`src/sv/lpfr_pkg.sv`:
```
`default_nettype none
// ----------------------------------------------------------------------------
// lpfr_pkg
// Shared types and constants for the length-prefixed frame ring.
// ----------------------------------------------------------------------------
package lpfr_pkg;

    localparam int CAP        = 4096;
    localparam int ADDR_W     = 12;
    localparam int USED_W     = 13;
    localparam int LEN_W      = 16;
    localparam int DROP_W     = 32;
    localparam int STATUS_W   = 3;
    localparam int KIND_W     = 2;
    localparam int MAX_FRAME  = CAP - 2;

    localparam logic [STATUS_W-1:0] ST_PUSH_OK   = 3'd0;
    localparam logic [STATUS_W-1:0] ST_PUSH_REJ  = 3'd1;
    localparam logic [STATUS_W-1:0] ST_POP_BYTE  = 3'd2;
    localparam logic [STATUS_W-1:0] ST_POP_EMPTY = 3'd3;
    localparam logic [STATUS_W-1:0] ST_POP_DROP  = 3'd4;

    localparam logic OP_PUSH = 1'b0;
    localparam logic OP_POP  = 1'b1;

    // Classification done by the front part.
    localparam logic [KIND_W-1:0] KIND_PUSH_FIRST = 2'd0;
    localparam logic [KIND_W-1:0] KIND_PUSH_NEXT  = 2'd1;
    localparam logic [KIND_W-1:0] KIND_POP        = 2'd2;

    typedef struct packed {
        logic             opcode;
        logic [7:0]       data_byte;
        logic [LEN_W-1:0] frame_len;
        logic             first_byte;
        logic [LEN_W-1:0] out_capacity;
    } in_t;

    typedef struct packed {
        logic [STATUS_W-1:0] status;
        logic [7:0]          out_byte;
        logic                last_byte;
        logic [LEN_W-1:0]    frame_length;
        logic [USED_W-1:0]   used_bytes;
        logic [DROP_W-1:0]   dropped_count;
    } out_t;

    typedef struct packed {
        logic [KIND_W-1:0] kind;
        in_t               item;
    } cmd_t;

endpackage
`default_nettype wire

```
`src/sv/lpfr_front.sv`:
```
`default_nettype none
// ----------------------------------------------------------------------------
// lpfr_front
// Accepts input transfers, tags each with its kind, and queues two deep.
// ----------------------------------------------------------------------------
module lpfr_front (
    input  wire logic            clk,
    input  wire logic            rst_n,
    input  wire logic            valid,
    output logic                 stall,
    input  wire lpfr_pkg::in_t   item,
    output logic                 q_valid,
    output lpfr_pkg::cmd_t       q_cmd,
    input  wire logic            q_deq
);

    lpfr_pkg::cmd_t entry_reg [2];
    logic           wr_ptr_reg, wr_ptr_next;
    logic           rd_ptr_reg, rd_ptr_next;
    logic [1:0]     count_reg, count_next;
    logic           push;
    lpfr_pkg::cmd_t classed;

    always_comb
    begin
        classed.item = item;
        if (item.opcode == lpfr_pkg::OP_POP)
        begin
            classed.kind = lpfr_pkg::KIND_POP;
        end
        else if (item.first_byte)
        begin
            classed.kind = lpfr_pkg::KIND_PUSH_FIRST;
        end
        else
        begin
            classed.kind = lpfr_pkg::KIND_PUSH_NEXT;
        end
    end

    assign stall   = (count_reg == 2'd2);
    assign push    = valid && !stall;
    assign q_valid = (count_reg != 2'd0);
    assign q_cmd   = entry_reg[rd_ptr_reg];

    always_comb
    begin
        wr_ptr_next = wr_ptr_reg ^ push;
        rd_ptr_next = rd_ptr_reg ^ q_deq;
        count_next  = count_reg + {1'b0, push} - {1'b0, q_deq};
    end

    always_ff @(posedge clk)
    begin
        if (push)
        begin
            entry_reg[wr_ptr_reg] <= classed;
        end
    end

    always_ff @(posedge clk or negedge rst_n)
    begin
        if (!rst_n)
        begin
            wr_ptr_reg <= 1'b0;
            rd_ptr_reg <= 1'b0;
            count_reg  <= 2'd0;
        end
        else
        begin
            wr_ptr_reg <= wr_ptr_next;
            rd_ptr_reg <= rd_ptr_next;
            count_reg  <= count_next;
        end
    end

`ifndef SYNTHESIS
    a_no_underflow: assert property (@(posedge clk) disable iff (!rst_n)
        q_deq |-> q_valid) else $error("dequeue from empty queue");
    a_count_range: assert property (@(posedge clk) disable iff (!rst_n)
        count_reg != 2'd3) else $error("queue count out of range");
    a_count_step: assert property (@(posedge clk) disable iff (!rst_n)
        (push && !q_deq) |=> count_reg == $past(count_reg) + 2'd1)
        else $error("queue count did not advance");
`endif

endmodule
`default_nettype wire

```
`config.mk`:
```
export PLATFORM = sky130hd
export DESIGN_NAME = lpfr_front
export DESIGN_NICKNAME = d
export VERILOG_FILES = /design/src/sv/lpfr_pkg.sv /design/src/sv/lpfr_front.sv
export SDC_FILE = /design/constraint.sdc
export NUM_CORES = 1
export LEC_CHECK = 0
export ABC_CLOCK_PERIOD_IN_PS = 2100
export BUFFER_PORTS_ARGS = -buffer_cell sky130_fd_sc_hd__buf_2
export CORE_ASPECT_RATIO = 0.6
export CORE_UTILIZATION = 35
export DETAILED_ROUTE_END_ITERATION = 10
export GPL_ROUTABILITY_DRIVEN = 0
export PLACE_DENSITY = 0.56
export SLEW_MARGIN = 0
export SYNTH_ARGS = -nofsm -noshare
export SYNTH_HDL_FRONTEND = slang
export SYNTH_SLANG_ARGS = --single-unit
```
`constraint.sdc`:
```
create_clock -name clk -period 2.1 [get_ports clk]
set_input_delay 0.105 -clock clk [delete_from_list [all_inputs] [get_ports clk]]
set_output_delay 0.105 -clock clk [all_outputs]
set_load 0.005 [all_outputs]
```
# After elaboration in Yosys (flattened, before gate mapping)
# Memories as Yosys holds them, arrays and structs flattened.
# Cells that the tools add are included.
[totals]
ram_bits = 88
output_inout_bits = 46
mem_count = 1
ff_bits = 4
input_bits = 46
elab_cells = 16
[mem_list]
columns = ["name", "depth", "word_bits", "rd", "rd_clocked_by_memory_dff", "wr", "line_no", "rtl"]
rows = [
  ["entry_reg", 2, 44, 1, 0, 1, "lpfr_front.sv:17", "lpfr_pkg::cmd_t entry_reg [2];"],
]
[op_classes]
n_addsub = 2
reduce_logical = 3
n_bitwise = 2
n_eq_ne = 1
mux = 4
[op_table]
columns = ["cell", "count"]
rows = [
  ["$mux 1", 3],
  ["$add 2x1->2", 1],
  ["$eq 2x2->1 const B", 1],
  ["$mux 2", 1],
  ["$reduce_bool 2->1", 1],
  ["$sub 2x1->2", 1],
  ["$xor 1x1->1", 2],
  ["$logic_and 1x1->1", 1],
  ["$logic_not 1->1", 1],
]

# Longest topological paths before layout
[depth]
depth_word = 5
mapped_depth = 7
mapped_depth_nobuf = 7

# Worst setup path before layout
# Ideal clock, no wire load.
[synth_timing]
path_type = "flip-flop to flip-flop"
start = "register count_reg[1]"
end = "memory entry_reg[1][0] (netlist bit) (enable)"
period_less_slack_ns = 2.112
setup_ns = 0.405
path_buffers = 0
t_required_ns = 1.695
arrival_time_ns = 1.708
setup_slack_ns = -0.012
stages_incl_launch_ff = 4
cell_sequence = "dfrtp_1 > nand2b_1 > and2_1 > ha_1"
[synth_between]
elab_chain_len = 5
[synth_rtl]
columns = ["element", "line_no", "rtl"]
rows = [
  ["from (decl)", "lpfr_front.sv:20", "logic [1:0] count_reg, count_next;"],
  ["from (signal assigned)", "lpfr_front.sv:73", "count_reg <= count_next;"],
  ["$eq 2x2->1", "lpfr_front.sv:41", "assign stall = (count_reg == 2'd2);"],
  ["$logic_not 1->1", "lpfr_front.sv:42", "assign push = valid && !stall;"],
  ["$logic_and 1x1->1", "lpfr_front.sv:42", ""],
  ["$mux 1", "lpfr_front.sv:55", "if (push)"],
  ["$mux 1 (implied by the code)", "lpfr_front.sv:57", "entry_reg[wr_ptr_reg] <= classed;"],
  ["to (decl)", "lpfr_front.sv:17", ""],
]
# Every way passes these cells.

==> impl_metrics.tcl <==
set metrics [dict create \
    ant_nets 0 \
    die_w_um 132 \
    core_area_um2 9490 \
    drv_cap 0 \
    dr.pass1.iters 4 \
    worst-r2r-setup-slack_ps 600 \
    largest_reg_flops 86 \
    cts_root_buffer "clkbuf_16" \
    hp-class "in2async" \
    ys_types 16 \
    clk_latency_ps 330 \
    drc 0 \
    yosys_warnings 0 \
    clock_sinks 90 \
    p_sw_mw 1.56 \
    wl_per_cell_um 14.6 \
    clk_pin_slew_ps 60 \
    intPower_mw 4.33 \
    nNetsFinal 349 \
    power_mw 5.89 \
    max_freq_mhz 590 \
    regArea_um2 2680 \
    nFillCells 821 \
    synth-seq-area-share 0.760 \
    setup_violations 0 \
    leakagePower_nw 1.94 \
    path_max_fanout 22 \
    crit_path_max_incr_delay_ps 410 \
    synth_seq_cells 90 \
    die_h_um 79.8 \
    slew_viol_final 0 \
    clk_path_buf_depth 2 \
    worst_setup_path_start_kind "flip-flop" \
    layout_common_cells "buf_2 (91), edfxtp_1 (86), dlygate4sd3_1 (44)" \
    pwr-share-clk 0.234 \
    outcome "finished, final reports clean" \
    arrival_ps 1590 \
    critPathSlowestCell "mux2_2" \
    max_slew_margin 0.726 \
    setup_ws_ps 406 \
    irDropWorstVdd_mv 0.552 \
    p_per_area_nw_per_um2 1230 \
    path_class "reg2out" \
    p_seq_frac 0.436 \
    rsz0062_at_grt "no" \
    fin_worst_skew_ps 4.17 \
    multiInputGateArea_um2 738 \
    power_frac_comb 0.330 \
    areaGrowthSynthToFinish_pct 36.2 \
    grt_max_degree 44 \
    drive_above_1_share 0.503 \
    syn_inst 155 \
    first_global_vias 1811 \
    finalWirelength_mm 6.35 \
    drtIter0Drc 91 \
    io_pins 92 \
    synth_area_um2 3530 \
    finalHoldWorstSlack_ps 108 \
    sw_frac_of_total 0.265 \
    portBuffers 91 \
    grt_pass1_wl_mm 9.56 \
    synth_top_area_frac 0.732 \
    period_share 0.807 \
    detail_route.vias_per_cell 4.15 \
    grt.total_usage 0.130 \
    cts.repair.resized 0 \
    layout_commonest_cell "buf_2" \
    placementRows 27 \
    gr-total-overflow 0 \
    dieArea_um2 10500 \
    syn_nets 205 \
    tightest_slew_ps 411 \
    cp-end-kind "output pin" \
    setup_tns_ps 0 \
    synth_top_cell_by_area "edfxtp_1" \
    numCtsBuffers 9 \
    cts_tree "built" \
    antenna_cells 0 \
    start_util 0.372 \
    cp.required_ps 2000 \
    cp_cell_sequence "buf_4 > mux2_2 > buf_2" \
    synth_area_per_cell_um2 22.8 \
    dp_worst_setup_slack_ps 631 \
    fin_crit_ps 1690 \
    via_count 1799 \
    antenna_found_initial 0 \
    dp_hpwl_mm 3.98 \
    htree_levels 3 \
    yosys-top-cells-area "edfxtp_1 (73%), mux2_4 (17%), dfrtp_1 (2.8%), buf_12 (2.3%), ha_1 (1.4%)" \
    timing.final.hold_violations 0 \
]
[final timing paths]
check | startpoint | to | cells past startpoint
hold / removal | rst_n | count_reg[1]$_DFF_PN0_ | 2
max in group asynchronous | rst_n | rd_ptr_reg$_DFF_PN0_ | 2
min in group clk | valid | wr_ptr_reg$_DFF_PN0_ | 4
hold reg to reg | count_reg[1]$_DFF_PN0_ | count_reg[1]$_DFF_PN0_ | 1
setup reg to reg | count_reg[1]$_DFF_PN0_ | entry_reg[1][33]$_DFFE_PP_ | 4
setup / recovery | rd_ptr_reg$_DFF_PN0_ | q_cmd[0] | 3
[cell usage after synthesis]
master	number
edfxtp_1	86
mux2_4	39
buf_12	4
dfrtp_1	4
ha_1	4
inv_1	4
mux2_2	4
xnor2_1	2
and2_1	1
buf_4	1
buf_6	1
nand2_1	1
nand2b_1	1
nor2_1	1
or2_2	1
xor2_1	1
[stage by stage]
| stage | utilization | area (um^2) | instances |
|---|---|---|---|
| 2_1_floorplan | - | 3530 | 155 |
| 3_3_place_gp | 0.433 | 4110 | 374 |
| 3_5_place_dp | 0.433 | 4110 | 374 |
| 4_1_cts | 0.506 | 4810 | 434 |
| 5_1_grt | 0.506 | 4810 | 434 |
| 6_report | 0.506 | 4810 | 434 |
[layer usage]
layer  GRT usage  wire length, um  vias up
li1            -                -      884
met1       0.161             2960      835
met2       0.190             2790       73
met3      0.0711              527        7
met4      0.0453               72        0
met5           0                0        -
[power by group through the flow]
stage	combinational [mW]	clock [mW]	sequential [mW]
finish	1.94	1.38	2.57
global route	2.11	1.51	2.60
CTS	1.99	1.43	2.57
detailed placement	1.92	0	2.60
global placement	1.91	0	2.59
floorplan	1.38	0	2.59
[worst max-delay path: cells and delay by family (launching register included)]
kind / cells / cell delay [ps]
buf+inv: 2 / 490
mux: 1 / 410
flops: 1 / 350
[timing repair]
action | in CTS | in global routing
hold endpoints to repair | 89 | 0
buffers inserted | 0 | 0
hold buffers | 44 | 0
[cells by family after synthesis]
logic type	Yosys count	share of synthesized area
multiplexers	43	0.179
AND/OR/NAND/NOR	5	0.00745
adder cells (fa/ha/maj)	4	0.0142
XOR/XNOR	3	0.00745
buffers and inverters	10	0.0323
flip-flops	90	0.760
[area by class of cell]
class	instances	area share
timing repair buffer	139	0.198
sequential	90	0.558
tap	130	0.0338
inverter	4	0.00312
clock inverter	3	0.00338
clock buffer	13	0.0500
multi-input combinational	55	0.154
No activity file was read; power rests on OpenSTA's default activity.
